[src/rtl/tctd_pkg.sv]
`timescale 1ns / 1ps

package tctd_pkg;

	localparam int STACK_DEPTH = 8;
	localparam int RING_DEPTH  = 8;
	localparam int LIST_DEPTH  = 32;

	localparam int STACK_AW = (STACK_DEPTH > 1) ? $clog2(STACK_DEPTH) : 1;
	localparam int STACK_CW = $clog2(STACK_DEPTH + 1);
	localparam int RING_AW  = (RING_DEPTH > 1) ? $clog2(RING_DEPTH) : 1;
	localparam int LIST_AW  = (LIST_DEPTH > 1) ? $clog2(LIST_DEPTH) : 1;
	localparam int LIST_CW  = $clog2(LIST_DEPTH + 1);

	localparam int ID_W    = 16;
	localparam int PRIO_W  = 8;
	localparam int ENTRY_W = ID_W + PRIO_W;

	typedef logic [ENTRY_W-1:0] entry_t;
	typedef logic [1:0]         code_t;

	localparam code_t MODE_PUSH_EMERGENCY = 2'd0;
	localparam code_t MODE_ENQ_PERIODIC   = 2'd1;
	localparam code_t MODE_INS_BACKGROUND = 2'd2;
	localparam code_t MODE_DISPATCH       = 2'd3;

	localparam code_t STATUS_DONE  = 2'd0;
	localparam code_t STATUS_FULL  = 2'd1;
	localparam code_t STATUS_EMPTY = 2'd2;

	localparam code_t CLASS_STACK = 2'd0;
	localparam code_t CLASS_RING  = 2'd1;
	localparam code_t CLASS_LIST  = 2'd2;

endpackage

[src/rtl/three_class_task_dispatcher.sv]
`timescale 1ns / 1ps

// Channel   Direction  Handshake           Payload
// input     in         in_valid/in_stall   mode, task_id, task_priority
// output    out        out_valid/out_stall status, task_valid, served_class, out_id, out_priority
//
// The store memories are read into the pending read stage in the cycle of acceptance,
// and the output register loads from that stage once the output side advances.
// One item is accepted every cycle while the output side keeps up.
// Reset clears all pointers and counts; store contents need no clearing pass.
// A stall on the output holds the output register and the pending read stage,
// which stalls the input once the pending read stage holds an item.

module three_class_task_dispatcher (
	input  logic        clk,
	input  logic        arst_n,
	input  logic        in_valid,
	output logic        in_stall,
	input  logic [1:0]  mode,
	input  logic [15:0] task_id,
	input  logic [7:0]  task_priority,
	output logic        out_valid,
	input  logic        out_stall,
	output logic [1:0]  status,
	output logic        task_valid,
	output logic [1:0]  served_class,
	output logic [15:0] out_id,
	output logic [7:0]  out_priority
);

	tctd_pkg::entry_t stack_mem [tctd_pkg::STACK_DEPTH];
	tctd_pkg::entry_t ring_mem  [tctd_pkg::RING_DEPTH];
	tctd_pkg::entry_t list_mem  [tctd_pkg::LIST_DEPTH];

	logic [tctd_pkg::STACK_CW-1:0] stack_count_q;
	logic [tctd_pkg::RING_AW-1:0]  ring_head_q;
	logic [tctd_pkg::RING_AW-1:0]  ring_tail_q;
	logic [tctd_pkg::LIST_AW-1:0]  list_pos_q;
	logic [tctd_pkg::LIST_CW-1:0]  list_count_q;

	logic                 s1_valid_q;
	tctd_pkg::code_t      status_s1;
	logic                 task_valid_s1;
	tctd_pkg::code_t      class_s1;
	tctd_pkg::entry_t     stack_rd_s1;
	tctd_pkg::entry_t     ring_rd_s1;
	tctd_pkg::entry_t     list_rd_s1;

	logic                 out_valid_q;
	tctd_pkg::code_t      status_q;
	logic                 task_valid_q;
	tctd_pkg::code_t      class_q;
	tctd_pkg::entry_t     out_entry_q;

	logic                 advance;
	logic                 accept;
	tctd_pkg::entry_t     in_entry;
	logic                 stack_full;
	logic                 stack_empty;
	logic                 ring_full;
	logic                 ring_empty;
	logic                 list_full;
	logic                 list_empty;
	logic [tctd_pkg::RING_AW-1:0]  ring_tail_next;
	logic [tctd_pkg::RING_AW-1:0]  ring_head_next;
	logic [tctd_pkg::LIST_AW-1:0]  list_pos_next;
	logic [tctd_pkg::LIST_AW:0]    list_sum;
	logic [tctd_pkg::LIST_AW-1:0]  list_wr_addr;
	logic [tctd_pkg::STACK_CW-1:0] stack_count_dec;
	logic [tctd_pkg::STACK_AW-1:0] stack_wr_addr;
	logic [tctd_pkg::STACK_AW-1:0] stack_rd_addr;
	logic                 stack_we;
	logic                 ring_we;
	logic                 list_we;
	logic                 stack_pop;
	logic                 ring_pop;
	logic                 list_pop;
	tctd_pkg::code_t      status_d;
	logic                 task_valid_d;
	tctd_pkg::code_t      class_d;
	tctd_pkg::entry_t     sel_entry;

	assign advance  = !out_valid_q || !out_stall;
	assign in_stall = s1_valid_q && !advance;
	assign accept   = in_valid && !in_stall;
	assign in_entry = {task_id, task_priority};

	assign stack_full  = (stack_count_q >= tctd_pkg::STACK_CW'(tctd_pkg::STACK_DEPTH));
	assign stack_empty = (stack_count_q == '0);
	assign ring_tail_next = (ring_tail_q == tctd_pkg::RING_AW'(tctd_pkg::RING_DEPTH - 1)) ?
		'0 : ring_tail_q + 1'b1;
	assign ring_head_next = (ring_head_q == tctd_pkg::RING_AW'(tctd_pkg::RING_DEPTH - 1)) ?
		'0 : ring_head_q + 1'b1;
	assign ring_full  = (ring_tail_next == ring_head_q);
	assign ring_empty = (ring_tail_q == ring_head_q);
	assign list_full  = (list_count_q >= tctd_pkg::LIST_CW'(tctd_pkg::LIST_DEPTH));
	assign list_empty = (list_count_q == '0);
	assign list_pos_next = (list_pos_q == tctd_pkg::LIST_AW'(tctd_pkg::LIST_DEPTH - 1)) ?
		'0 : list_pos_q + 1'b1;
	assign list_sum = {1'b0, list_pos_q} + (tctd_pkg::LIST_AW + 1)'(list_count_q);
	assign list_wr_addr = (list_sum >= (tctd_pkg::LIST_AW + 1)'(tctd_pkg::LIST_DEPTH)) ?
		tctd_pkg::LIST_AW'(list_sum - (tctd_pkg::LIST_AW + 1)'(tctd_pkg::LIST_DEPTH)) :
		list_sum[tctd_pkg::LIST_AW-1:0];
	assign stack_count_dec = stack_count_q - 1'b1;
	assign stack_wr_addr   = stack_count_q[tctd_pkg::STACK_AW-1:0];
	assign stack_rd_addr   = stack_count_dec[tctd_pkg::STACK_AW-1:0];

	always_comb begin
		stack_we     = 1'b0;
		ring_we      = 1'b0;
		list_we      = 1'b0;
		stack_pop    = 1'b0;
		ring_pop     = 1'b0;
		list_pop     = 1'b0;
		status_d     = tctd_pkg::STATUS_DONE;
		task_valid_d = 1'b0;
		class_d      = tctd_pkg::CLASS_STACK;
		case (mode)
			tctd_pkg::MODE_PUSH_EMERGENCY: begin
				if (stack_full) status_d = tctd_pkg::STATUS_FULL;
				else stack_we = 1'b1;
			end
			tctd_pkg::MODE_ENQ_PERIODIC: begin
				if (ring_full) status_d = tctd_pkg::STATUS_FULL;
				else ring_we = 1'b1;
			end
			tctd_pkg::MODE_INS_BACKGROUND: begin
				if (list_full) status_d = tctd_pkg::STATUS_FULL;
				else list_we = 1'b1;
			end
			default: begin
				if (!stack_empty) begin
					stack_pop    = 1'b1;
					task_valid_d = 1'b1;
					class_d      = tctd_pkg::CLASS_STACK;
				end else if (!ring_empty) begin
					ring_pop     = 1'b1;
					task_valid_d = 1'b1;
					class_d      = tctd_pkg::CLASS_RING;
				end else if (!list_empty) begin
					list_pop     = 1'b1;
					task_valid_d = 1'b1;
					class_d      = tctd_pkg::CLASS_LIST;
				end else begin
					status_d = tctd_pkg::STATUS_EMPTY;
				end
			end
		endcase
	end

	always_ff @(posedge clk) begin
		if (accept && stack_we) stack_mem[stack_wr_addr] <= in_entry;
		if (accept && ring_we) ring_mem[ring_tail_q] <= in_entry;
		if (accept && list_we) list_mem[list_wr_addr] <= in_entry;
	end

	always_ff @(posedge clk) begin
		if (accept) begin
			stack_rd_s1   <= stack_mem[stack_rd_addr];
			ring_rd_s1    <= ring_mem[ring_head_q];
			list_rd_s1    <= list_mem[list_pos_q];
			status_s1     <= status_d;
			task_valid_s1 <= task_valid_d;
			class_s1      <= class_d;
		end
	end

	always_ff @(posedge clk or negedge arst_n) begin
		if (!arst_n) begin
			stack_count_q <= '0;
			ring_head_q   <= '0;
			ring_tail_q   <= '0;
			list_pos_q    <= '0;
			list_count_q  <= '0;
		end else if (accept) begin
			if (stack_we) stack_count_q <= stack_count_q + 1'b1;
			if (stack_pop) stack_count_q <= stack_count_dec;
			if (ring_we) ring_tail_q <= ring_tail_next;
			if (ring_pop) ring_head_q <= ring_head_next;
			if (list_we) list_count_q <= list_count_q + 1'b1;
			if (list_pop) begin
				list_count_q <= list_count_q - 1'b1;
				list_pos_q   <= list_pos_next;
			end
		end
	end

	always_comb begin
		case (class_s1)
			tctd_pkg::CLASS_STACK: sel_entry = stack_rd_s1;
			tctd_pkg::CLASS_RING:  sel_entry = ring_rd_s1;
			default:               sel_entry = list_rd_s1;
		endcase
		if (!task_valid_s1) sel_entry = '0;
	end

	always_ff @(posedge clk or negedge arst_n) begin
		if (!arst_n) begin
			s1_valid_q  <= 1'b0;
			out_valid_q <= 1'b0;
		end else begin
			if (advance) begin
				out_valid_q <= s1_valid_q;
				s1_valid_q  <= accept;
			end else if (accept) begin
				s1_valid_q <= 1'b1;
			end
		end
	end

	always_ff @(posedge clk) begin
		if (advance && s1_valid_q) begin
			status_q     <= status_s1;
			task_valid_q <= task_valid_s1;
			class_q      <= class_s1;
			out_entry_q  <= sel_entry;
		end
	end

	assign out_valid    = out_valid_q;
	assign status       = status_q;
	assign task_valid   = task_valid_q;
	assign served_class = task_valid_q ? class_q : tctd_pkg::CLASS_STACK;
	assign out_id       = out_entry_q[tctd_pkg::ENTRY_W-1:tctd_pkg::PRIO_W];
	assign out_priority = out_entry_q[tctd_pkg::PRIO_W-1:0];

	a_stack_bound: assert property (@(posedge clk) disable iff (!arst_n)
		stack_count_q <= tctd_pkg::STACK_CW'(tctd_pkg::STACK_DEPTH))
		else $error("stack count above depth");

	a_list_bound: assert property (@(posedge clk) disable iff (!arst_n)
		list_count_q <= tctd_pkg::LIST_CW'(tctd_pkg::LIST_DEPTH))
		else $error("list count above depth");

	a_stall_src: assert property (@(posedge clk) disable iff (!arst_n)
		in_stall |-> (s1_valid_q && out_valid_q && out_stall))
		else $error("input stalled without a held result");

	a_valid_done: assert property (@(posedge clk) disable iff (!arst_n)
		(out_valid && task_valid) |-> (status == tctd_pkg::STATUS_DONE))
		else $error("dispatched task with non-done status");

	a_zero_fields: assert property (@(posedge clk) disable iff (!arst_n)
		(out_valid && !task_valid) |-> (out_id == '0 && out_priority == '0))
		else $error("nonzero task fields without a task");

endmodule

[config.mk]
export PLATFORM = sky130hd
export DESIGN_NAME = three_class_task_dispatcher
export DESIGN_NICKNAME = d
export VERILOG_FILES = /design/src/rtl/tctd_pkg.sv /design/src/rtl/three_class_task_dispatcher.sv
export SDC_FILE = /design/constraint.sdc
export NUM_CORES = 1
export LEC_CHECK = 0
export BUFFER_PORTS_ARGS = -buffer_cell sky130_fd_sc_hd__buf_4
export CAP_MARGIN = 40
export CORE_ASPECT_RATIO = 0.6
export CORE_UTILIZATION = 30
export CTS_CLUSTER_DIAMETER = 150
export DETAILED_ROUTE_END_ITERATION = 7
export HOLD_SLACK_MARGIN = 0.05
export PLACE_DENSITY_LB_ADDON = 0.05
export SYNTH_ARGS = -nofsm -noshare
export SYNTH_HDL_FRONTEND = slang
export SYNTH_SLANG_ARGS = --single-unit
[constraint.sdc]
create_clock -name clk -period 5.44 [get_ports clk]
set_input_delay 1.088 -clock clk [delete_from_list [all_inputs] [get_ports clk]]
set_output_delay 1.088 -clock clk [all_outputs]
set_load 0.01 [all_outputs]
== Word-level counts from Yosys, hierarchy flattened ==
Memories as Yosys holds them, arrays and structs flattened. A register that Yosys moved wholly into a read port is not among the register bits.
Cells that the tools add are included.

* $add $sub $neg: 9
* $lt $le $gt $ge: 3
* Equal/unequal tests: 8
* Mux-type cells: 44
* Bitwise operators: 2
* Reductions and logical operators: 26

{| class="wikitable"
|+ Operators by type and width
! operator !! count
|-
| 24-bit case mux with 2 select lines || 1
|-
| 1-bit 2-to-1 mux || 29
|-
| 6-bit greater-or-equal comparator, second input constant || 2
|-
| 6-bit 2-to-1 mux || 2
|-
| 2-bit 2-to-1 mux || 5
|-
| 5-bit 2-to-1 mux || 2
|-
| 2-bit AND reduction || 5
|-
| 4-bit 2-to-1 mux || 2
|-
| 3-bit by 1-bit adder with 3-bit output, second input constant || 2
|-
| 5-bit by 6-bit adder with 6-bit output || 1
|-
| 6-bit by 1-bit adder with 6-bit output, second input constant || 1
|-
| 3-bit equality test || 2
|-
| 3-bit equality test, second input constant || 2
|-
| 1-bit logical AND || 6
|-
| 6-bit zero test || 1
|-
| 3-bit 2-to-1 mux || 2
|-
| 2-bit case mux with 3 select lines || 1
|-
| 2-bit nonzero test || 3
|-
| 6-bit by 1-bit subtractor with 6-bit output, second input constant || 1
|-
| 5-bit by 1-bit adder with 5-bit output, second input constant || 1
|-
| 5-bit equality test, second input constant || 1
|-
| 5-bit OR reduction || 1
|-
| 5-bit by 1-bit subtractor with 5-bit output, second input constant || 1
|-
| 4-bit by 1-bit adder with 4-bit output, second input constant || 1
|-
| other kinds (11) || 17
|}

* Register bits after elaboration: 57
* Bits in writable memories: 1152
* Output and inout port bits: 31
* Word-level logic and storage cells: 110
* Memories kept: 3

{| class="wikitable"
|+ Memories
! name !! depth !! bits a word !! rd ports !! clocked after memory_dff !! wr ports !! line !! RTL
|-
| list_mem || 32 || 24 || 1 || 1 || 1 || three_class_task_dispatcher.sv:33 || <nowiki>tctd_pkg::entry_t list_mem [tctd_pkg::LIST_DEPTH];</nowiki>
|-
| ring_mem || 8 || 24 || 1 || 1 || 1 || three_class_task_dispatcher.sv:32 || <nowiki>tctd_pkg::entry_t ring_mem [tctd_pkg::RING_DEPTH];</nowiki>
|-
| stack_mem || 8 || 24 || 1 || 1 || 1 || three_class_task_dispatcher.sv:31 || <nowiki>tctd_pkg::entry_t stack_mem [tctd_pkg::STACK_DEPTH];</nowiki>
|}

== Depth between registers and ports, before layout ==
Gate-level depths: netlist of run 1.

* Depth in word-level cells: 9
* Mapped depth: 13
* Gate-level depth less buffers: 11

== Worst setup path before layout of run 1 ==
OpenSTA, ideal clock, no wires.

* Kind: input to register
* From: in mode[1]
* To: mem ring_mem[2][0] (netlist name), enable pin
* Setup time: 475 ps
* Data arrival time: 4237 ps
* Data required time: 4965 ps
* Slack: 728 ps
* Stages: 5
* Path through: inv_1 ha_1 and3_1 o21ai_1 nor4b_1

* Cells in the longest elaborated chain, start to end: 5

{| class="wikitable"
|+ Ends and longest elaborated chain
! what !! line !! RTL
|-
| start: declaration || three_class_task_dispatcher.sv:19 || <nowiki>input logic [1:0] mode,</nowiki>
|-
| 2-bit by 1-bit equality test with 1-bit output || three_class_task_dispatcher.sv:118 || <nowiki>case (mode)</nowiki>
|-
| 1-bit 2-to-1 mux || three_class_task_dispatcher.sv:118 ||
|-
| 1-bit logical AND || three_class_task_dispatcher.sv:153 || <nowiki>if (accept && ring_we) ring_mem[ring_tail_q] <= in_entry;</nowiki>
|-
| 1-bit 2-to-1 mux || three_class_task_dispatcher.sv:153 ||
|-
| 1-bit 2-to-1 mux (not written as such) || three_class_task_dispatcher.sv:153 ||
|-
| end: declaration || three_class_task_dispatcher.sv:32 ||
|}

Every way passes these cells.

== Worst setup path after layout of run 1 ==
* From: reg list_pos_q[1] (netlist name)
* To: mem list_mem[2][6] (netlist name), enable pin

* Cells in the longest elaborated chain, start to end: 3
* Elaborated cells between the ends (all ways): 4

{| class="wikitable"
|+ Ends and longest elaborated chain
! what !! line !! RTL
|-
| start: declaration || three_class_task_dispatcher.sv:38 || <nowiki>logic [tctd_pkg::LIST_AW-1:0] list_pos_q;</nowiki>
|-
| start signal: assignment || three_class_task_dispatcher.sv:183 || <nowiki>list_pos_q <= list_pos_next;</nowiki>
|-
| 5-bit by 6-bit adder with 6-bit output (*) || three_class_task_dispatcher.sv:100 || <nowiki>assign list_sum = {1'b0, list_pos_q} + (tctd_pkg::LIST_AW + 1)'(list_count_q);</nowiki>
|-
| 5-bit by 1-bit subtractor with 5-bit output / 6-bit greater-or-equal comparator (equally long branches) || three_class_task_dispatcher.sv:102, three_class_task_dispatcher.sv:101 ||
|-
| 5-bit 2-to-1 mux (*) || three_class_task_dispatcher.sv:101 || <nowiki>assign list_wr_addr = (list_sum >= (tctd_pkg::LIST_AW + 1)'(tctd_pkg::LIST_DEPTH)) ?</nowiki>
|-
| end: declaration || three_class_task_dispatcher.sv:33 ||
|}

Every way passes the cells marked *; elsewhere a longest branch is shown, timed or not.

==> results.ini, run 1 <==
[outcome]
run_status = finished clean

[detailed_routing]
drt_pre_antenna_iters = 5
route.vias.total = 22518
1st_iter_drt_viols = 2166
remaining_drc_errors = 0
drt.antenna.violating_nets = 0
totalWireLength_mm = 136.6
routed_wirelength_normalized_by_instance_count_um = 30.27
detail_route.vias_per_cell = 4.990

[final_layout]
final_cell_mix = edfxtp_1, mux4_2, clkbuf_16, buf_4, mux2_2
area_growth_syn_to_layout_pct = 15.80
fill_cells = 14882
layout.nets = 2319
mostFrequentLayoutCell = edfxtp_1
stdcell_count = 4513
drive_above_1_share_pct = 33.49

[timing]
final-hold-violation-count = 0
max_clock_freq_mhz = 266.6
layout_min_cycle_time_ns = 3.751
min_period_over_period_pct = 68.95
totalNegativeSetupSlack_ns = 0
skew_ns = 0.02295
worst_pin_slew_ns = 1.172
rsz0062_at_grt = no
final_max_slew_viol_count = 0
max-slew-margin-rel_pct = 21.88
timing.final.ws_setup_ns = 1.689
report.final.setup_viol = 0

[pwr]
power.leakage_uw = 0.01735
pwr_density_cell_mw_per_mm2 = 437.1
ir_worst_vdd_v = 0.0003391

[floorplan]
fp.dieH_um = 315.8
die_x_um = 525.0
design.die.area_mm2 = 0.1658
initial_utilization_pct = 30.39
placement_rows = 114
io_pins = 61
fp.coreArea_mm2 = 0.1620

[global_routing]
globalRouteTotalUtil_pct = 16.64
antenna_found_initial = 6
grt_pass1_wl_mm = 191.2
grt_pass1_vias = 23405
overflow = 0
grt_max_degree = 105

[yosys]
synth_cell_type_count = 51
share_of_synthesized_area_occupied_by_flip_flops_and_latches_pct = 77.89
flip_flop_cell_with_the_highest_count_after_synthesis = edfxtp_1
asyncSetResetFlopFracSynth_pct = 1.795
syn_nets = 2148
ys_seq_elements = 1281
post_synth_instance_area_mm2 = 0.04924
postSynthAreaPerCell_um2 = 23.45
synthesis.yosys.warnings = 0
syn_inst = 2100
synth_enable_flop_cells = 1258

[clocking]
path_clk_slew_ns = 0.07
htreeDepth = 4
cts.root.buffer_cell = clkbuf_16
cts-buffers-inserted = 133
postCtsSetupBuffers = 0
post_cts_hold_buffer_count = 0
post_cts.resized_instances = 0
clock_latency_on_the_worst_skew_pair_ns = 0.74
cts.sinks = 1281
cts_tree = yes
cts.path.max_buffers = 3

[placement]
post-place-cells = 4282
numPortBuffers = 60
detailed_placement_wirelength_estimate_mm = 75.94
routabilityCongestion = 0.7156
dp_slack_ns = 1.421

[worst_setup_path]
worst_r2r_path_depth = 9
cp_cell_sequence = inv_1 > fa_1 > nor2b_1 > o21ai_0 > nand2b_1 > xor2_2 > buf_6 > nor3_2 > buf_4
worstPathMaxFanout = 28
crit_cells = 9
cpPeakStageDelay_ns = 0.84
critPathRequiredTime_ns = 5.80
criticalPathCategory = flip-flop to flip-flop
worst-path-buf-inv = 3
timing.critical_path.arrival_ns = 4.12
critPathTopFamily = buffers and inverters
worst_setup_path_end_kind = flip-flop
crit_path_start_kind = flip-flop
critical-path-slowest-cell = dfrtp_4

[job]
cap_viol_max_count = 0

[worst_hold_path]
timing.hold.worst.class = primary input to async pin

[power breakdown]
part | switching (uW) | total [uW] | internal [uW]
Sequential | 380 | 11700 | 11300
Clock | 3780 | 8730 | 4950
Combinational | 2280 | 4510 | 2230
[stage by stage]
step / utilization [%] / area, um^2 / hold slack [ns] / total power [uW]
after floorplan: - / 49240 / 0.4003 / 14970
after global placement: 32.60 / 52820 / 0.4134 / 16510
after detailed placement: 32.70 / 52980 / 0.4204 / 16520
after CTS: 35.18 / 57010 / 0.2024 / 25340
after global routing: 35.18 / 57010 / 0.2345 / 25970
final: 35.19 / 57020 / 0.2528 / 24920
[metal layers]
metal	wire [um]	up-vias	part of all wire, %	track usage (%)
met2	56640	476	41	22.91
met5	0	-	0	0
met3	6181	151	4.5	3.323
met1	71840	12656	53	26.60
met4	1940	0	1.4	3.748
li1	-	9235	-	-
[worst reg2reg max path: stages (launching register included)]
cell and delay, ns:
dfrtp_4 0.84, inv_1 0.16, fa_1 0.51, nor2b_1 0.13, o21ai_0 0.09, nand2b_1 0.19
xor2_2 0.23, buf_6 0.25, nor3_2 0.40, buf_4 0.53
[registers in the layout (all words and copies together), names as in the netlist, 3 cells and up]
| signal | cells |
|---|---|
| stack_count_q | 4 |
| list_rd_s1 | 24 |
| ring_head_q | 3 |
| stack_mem | 192 |
| ring_mem | 192 |
| stack_rd_s1 | 24 |
| ring_rd_s1 | 24 |
| list_pos_q | 5 |
| list_count_q | 6 |
| ring_tail_q | 3 |
| list_mem | 768 |
| out_entry_q | 24 |
[cell families (layout without fill, tap and decap cells)]
kind of cell / Yosys count / after routing / share of synthesized area [%]
adders and majority gates: 18 / 18 / 0.4726
DFF: 1281 / 1281 / 77.89
AOI/OAI and AO/OA: 47 / 47 / 0.5514
xor gates and xnor gates: 22 / 22 / 0.3913
and+or+nand+nor: 171 / 171 / 1.825
other: 0 / 5 / 0
muxes: 444 / 444 / 17.77
buffers and inverters: 117 / 379 / 1.098
[layout make-up]
type / count / area [um^2] / share of cell area [%]
Sequential cell: 1281 / 38380 / 67.31
Multi-Input combinational cell: 702 / 10660 / 18.69
Clock buffer: 171 / 3620 / 6.348
Antenna cell: 5 / 12.51 / 0.02194
Clock inverter: 55 / 405.4 / 0.7110
Timing Repair Buffer: 143 / 1221 / 2.142
Inverter: 10 / 40.04 / 0.07022
Tap cell: 2146 / 2685 / 4.709
[synth_stat cells (14+ instances only)]
library cell	instances	area share [%]
nand2_1	47	0.36
mux2i_1	26	0.53
and2_1	26	0.33
mux2_2	79	1.8
clkbuf_1	66	0.50
ha_1	17	0.43
nor3_1	40	0.41
nor2_1	14	0.11
dfrtp_1	23	1.2
o21ai_0	28	0.28
mux4_2	336	15
edfxtp_1	1258	77
[worst paths after layout]
check                               from          endpoint  slack [ns]
setup / recovery           list_pos_q[1]    list_mem[2][6]        1.69
setup reg to reg           list_pos_q[1]    list_mem[2][6]        1.69
min in group clk            status_s1[1]         status[1]        0.43
hold reg to reg             status_s1[1]         status[1]        0.43
max in group asynchronous         arst_n     list_pos_q[4]        4.89
hold / removal                    arst_n  stack_count_q[0]        0.25
(Power assumes the default switching activity.)
==> inputs of run 2 (changes only) <==
==> constraint.sdc (replaced) <==
create_clock -name clk -period 3.85 [get_ports clk]
set_input_delay 0.77 -clock clk [delete_from_list [all_inputs] [get_ports clk]]
set_output_delay 0.77 -clock clk [all_outputs]
set_load 0.01 [all_outputs]
==> run 2 against run 1 <==
Sequential power rose by 39%. First-iteration DRC count fell by 4.0%. Total power rose by 42%. Non-clock buffer count rose by 4. Hold slack improved by 0.0029 ns. Die area did not move. Routed wire length fell by 3.7%. Critical path depth rose by 2. Register-to-register slack got worse by 0.96 ns. Maximum frequency rose by 20%. Clock-buffer cell count rose by 3. Sequential share of layout area fell by 0.34 points.
==> results.ini, run 2 (synthesized netlist as in run 1, its figures left out) <==
[final_layout]
final_cell_mix = edfxtp_1, mux4_2, clkbuf_16, buf_4, mux2_2
stdcell_count = 4516
largest_registers = list_mem x768, ring_mem x192, stack_mem x192
drive_above_1_share_pct = 33.56
layout.nets = 2323
area_growth_syn_to_layout_pct = 16.38
mostFrequentLayoutCell = edfxtp_1
max_flop_register = list_mem
max_reg_flops = 768

[worst_setup_path]
worst-path-buf-inv = 1
critPathTopFamily = simple AND/OR/NAND/NOR gates
critPathRequiredTime_ns = 4.52
worst_setup_path_end_kind = flip-flop
cp_cell_sequence = inv_1 > ha_2 > nand4bb_1 > nor4_2 > nand2_1 > xnor2_1 > ha_1 > nor4_1 > nand3_1 > a22oi_1 > xor2_1
cpPeakStageDelay_ns = 0.52
crit_path_start_kind = flip-flop
critical-path-slowest-cell = nor4_2
worst-r2r-setup-slack_ns = 0.73
criticalPathCategory = flip-flop to flip-flop
timing.critical_path.arrival_ns = 3.79
worstPathMaxFanout = 5

[global_routing]
globalRouteTotalUtil_pct = 16.06
antenna_found_initial = 4
overflow = 0
grt_max_degree = 72
grt_pass1_wl_mm = 185.2
grt_pass1_vias = 23341

[clocking]
cts-buffers-inserted = 133
post_cts.resized_instances = 0
cts_tree = yes
postCtsSetupBuffers = 0
cts.sinks = 1281
cts.path.max_buffers = 3
path_clk_slew_ns = 0.06
clock_latency_on_the_worst_skew_pair_ns = 0.76
post_cts_hold_buffer_count = 1
cts.root.buffer_cell = clkbuf_16
htreeDepth = 4

[placement]
post-place-cells = 4285
routabilityCongestion = 0.7173
numPortBuffers = 60
detailed_placement_wirelength_estimate_mm = 75.37

[pwr]
power.leakage_uw = 0.01744
power_uw = 35440
ir_worst_vdd_v = 0.0006065
pwr_density_cell_mw_per_mm2 = 618.5
power.share.sequential_pct = 46.1
p_int_uw = 26290
power.share.clock_pct = 34.9
combinationalPowerShare_pct = 19.1
switching_power_uw = 9150
power.switching_fraction_pct = 25.82

[floorplan]
die_x_um = 525.0
io_pins = 61
design.die.area_mm2 = 0.1658
fp.dieH_um = 315.8
fp.coreArea_mm2 = 0.1620
placement_rows = 114
initial_utilization_pct = 30.39

[timing]
worst_pin_slew_ns = 0.8466
report.final.setup_viol = 0
max-slew-margin-rel_pct = 43.18
layout_min_cycle_time_ns = 3.120
skew_ns = 0.02251
final-hold-violation-count = 0
final_max_slew_viol_count = 0
min_period_over_period_pct = 81.03
rsz0062_at_grt = no
fin_worst_hold_slack_ns = 0.2557
max_clock_freq_mhz = 320.5

[detailed_routing]
totalWireLength_mm = 131.6
drt_pre_antenna_iters = 5
routed_wirelength_normalized_by_instance_count_um = 29.13
drt.antenna.violating_nets = 0
route.vias.total = 22417
detail_route.vias_per_cell = 4.964
remaining_drc_errors = 0
1st_iter_drt_viols = 2080

[job]
cap_viol_max_count = 0

[outcome]
run_status = finished clean

[worst_hold_path]
timing.hold.worst.class = primary input to flip-flop

## run 2: per-stage QoR
stage	setup slack (ns)	setup TNS, ns	util, %	instance area (um^2)
final	0.7302	0	35.37	57310
after global routing	0.5035	0	35.36	57290
after CTS	0.7135	0	35.35	57290
after detailed placement	0.4356	0	32.86	53250
after global placement	0.5035	0	32.83	53190
after floorplan	-0.6376	-435.21	-	49250
## run 2: final cells by class
cell class	count	area, um^2
fill	14874	104700
sequential	1281	38380
multi-input combinational	702	10670
clock buffer	174	3630
tap	2146	2685
timing repair buffer	147	1484
clock inverter	49	400.4
inverter	10	40.04
antenna	7	17.52
## run 2: final timing paths
kind / start / to / cells after the start
max: stack_count_q[0] / list_count_q[4] / 11
min in group asynchronous: arst_n / list_pos_q[4] / 2
min reg2reg: status_s1[0] / status[0] / 0
max reg2reg: stack_count_q[0] / list_count_q[4] / 11
min: in_valid / s1_valid_q / 2
max in group asynchronous: arst_n / stack_count_q[0] / 2
## run 2: power groups by stage
stage               Clock (uW)  Combinational (uW)  Sequential, uW
floorplan                    0                4760           16400
global placement             0                6920           16600
detailed placement           0                6960           16600
CTS                      12800                7000           16300
global route             13300                7330           16400
finish                   12400                6760           16300
## run 2: per-layer routing
| metal | wire length, um | global-route usage (%) | up-vias |
|---|---|---|---|
| met4 | 2189 | 4.237 | 0 |
| met3 | 5533 | 2.646 | 153 |
| met5 | 0 | 0 | - |
| li1 | - | - | 9257 |
| met1 | 68580 | 25.57 | 12546 |
| met2 | 55260 | 22.42 | 461 |
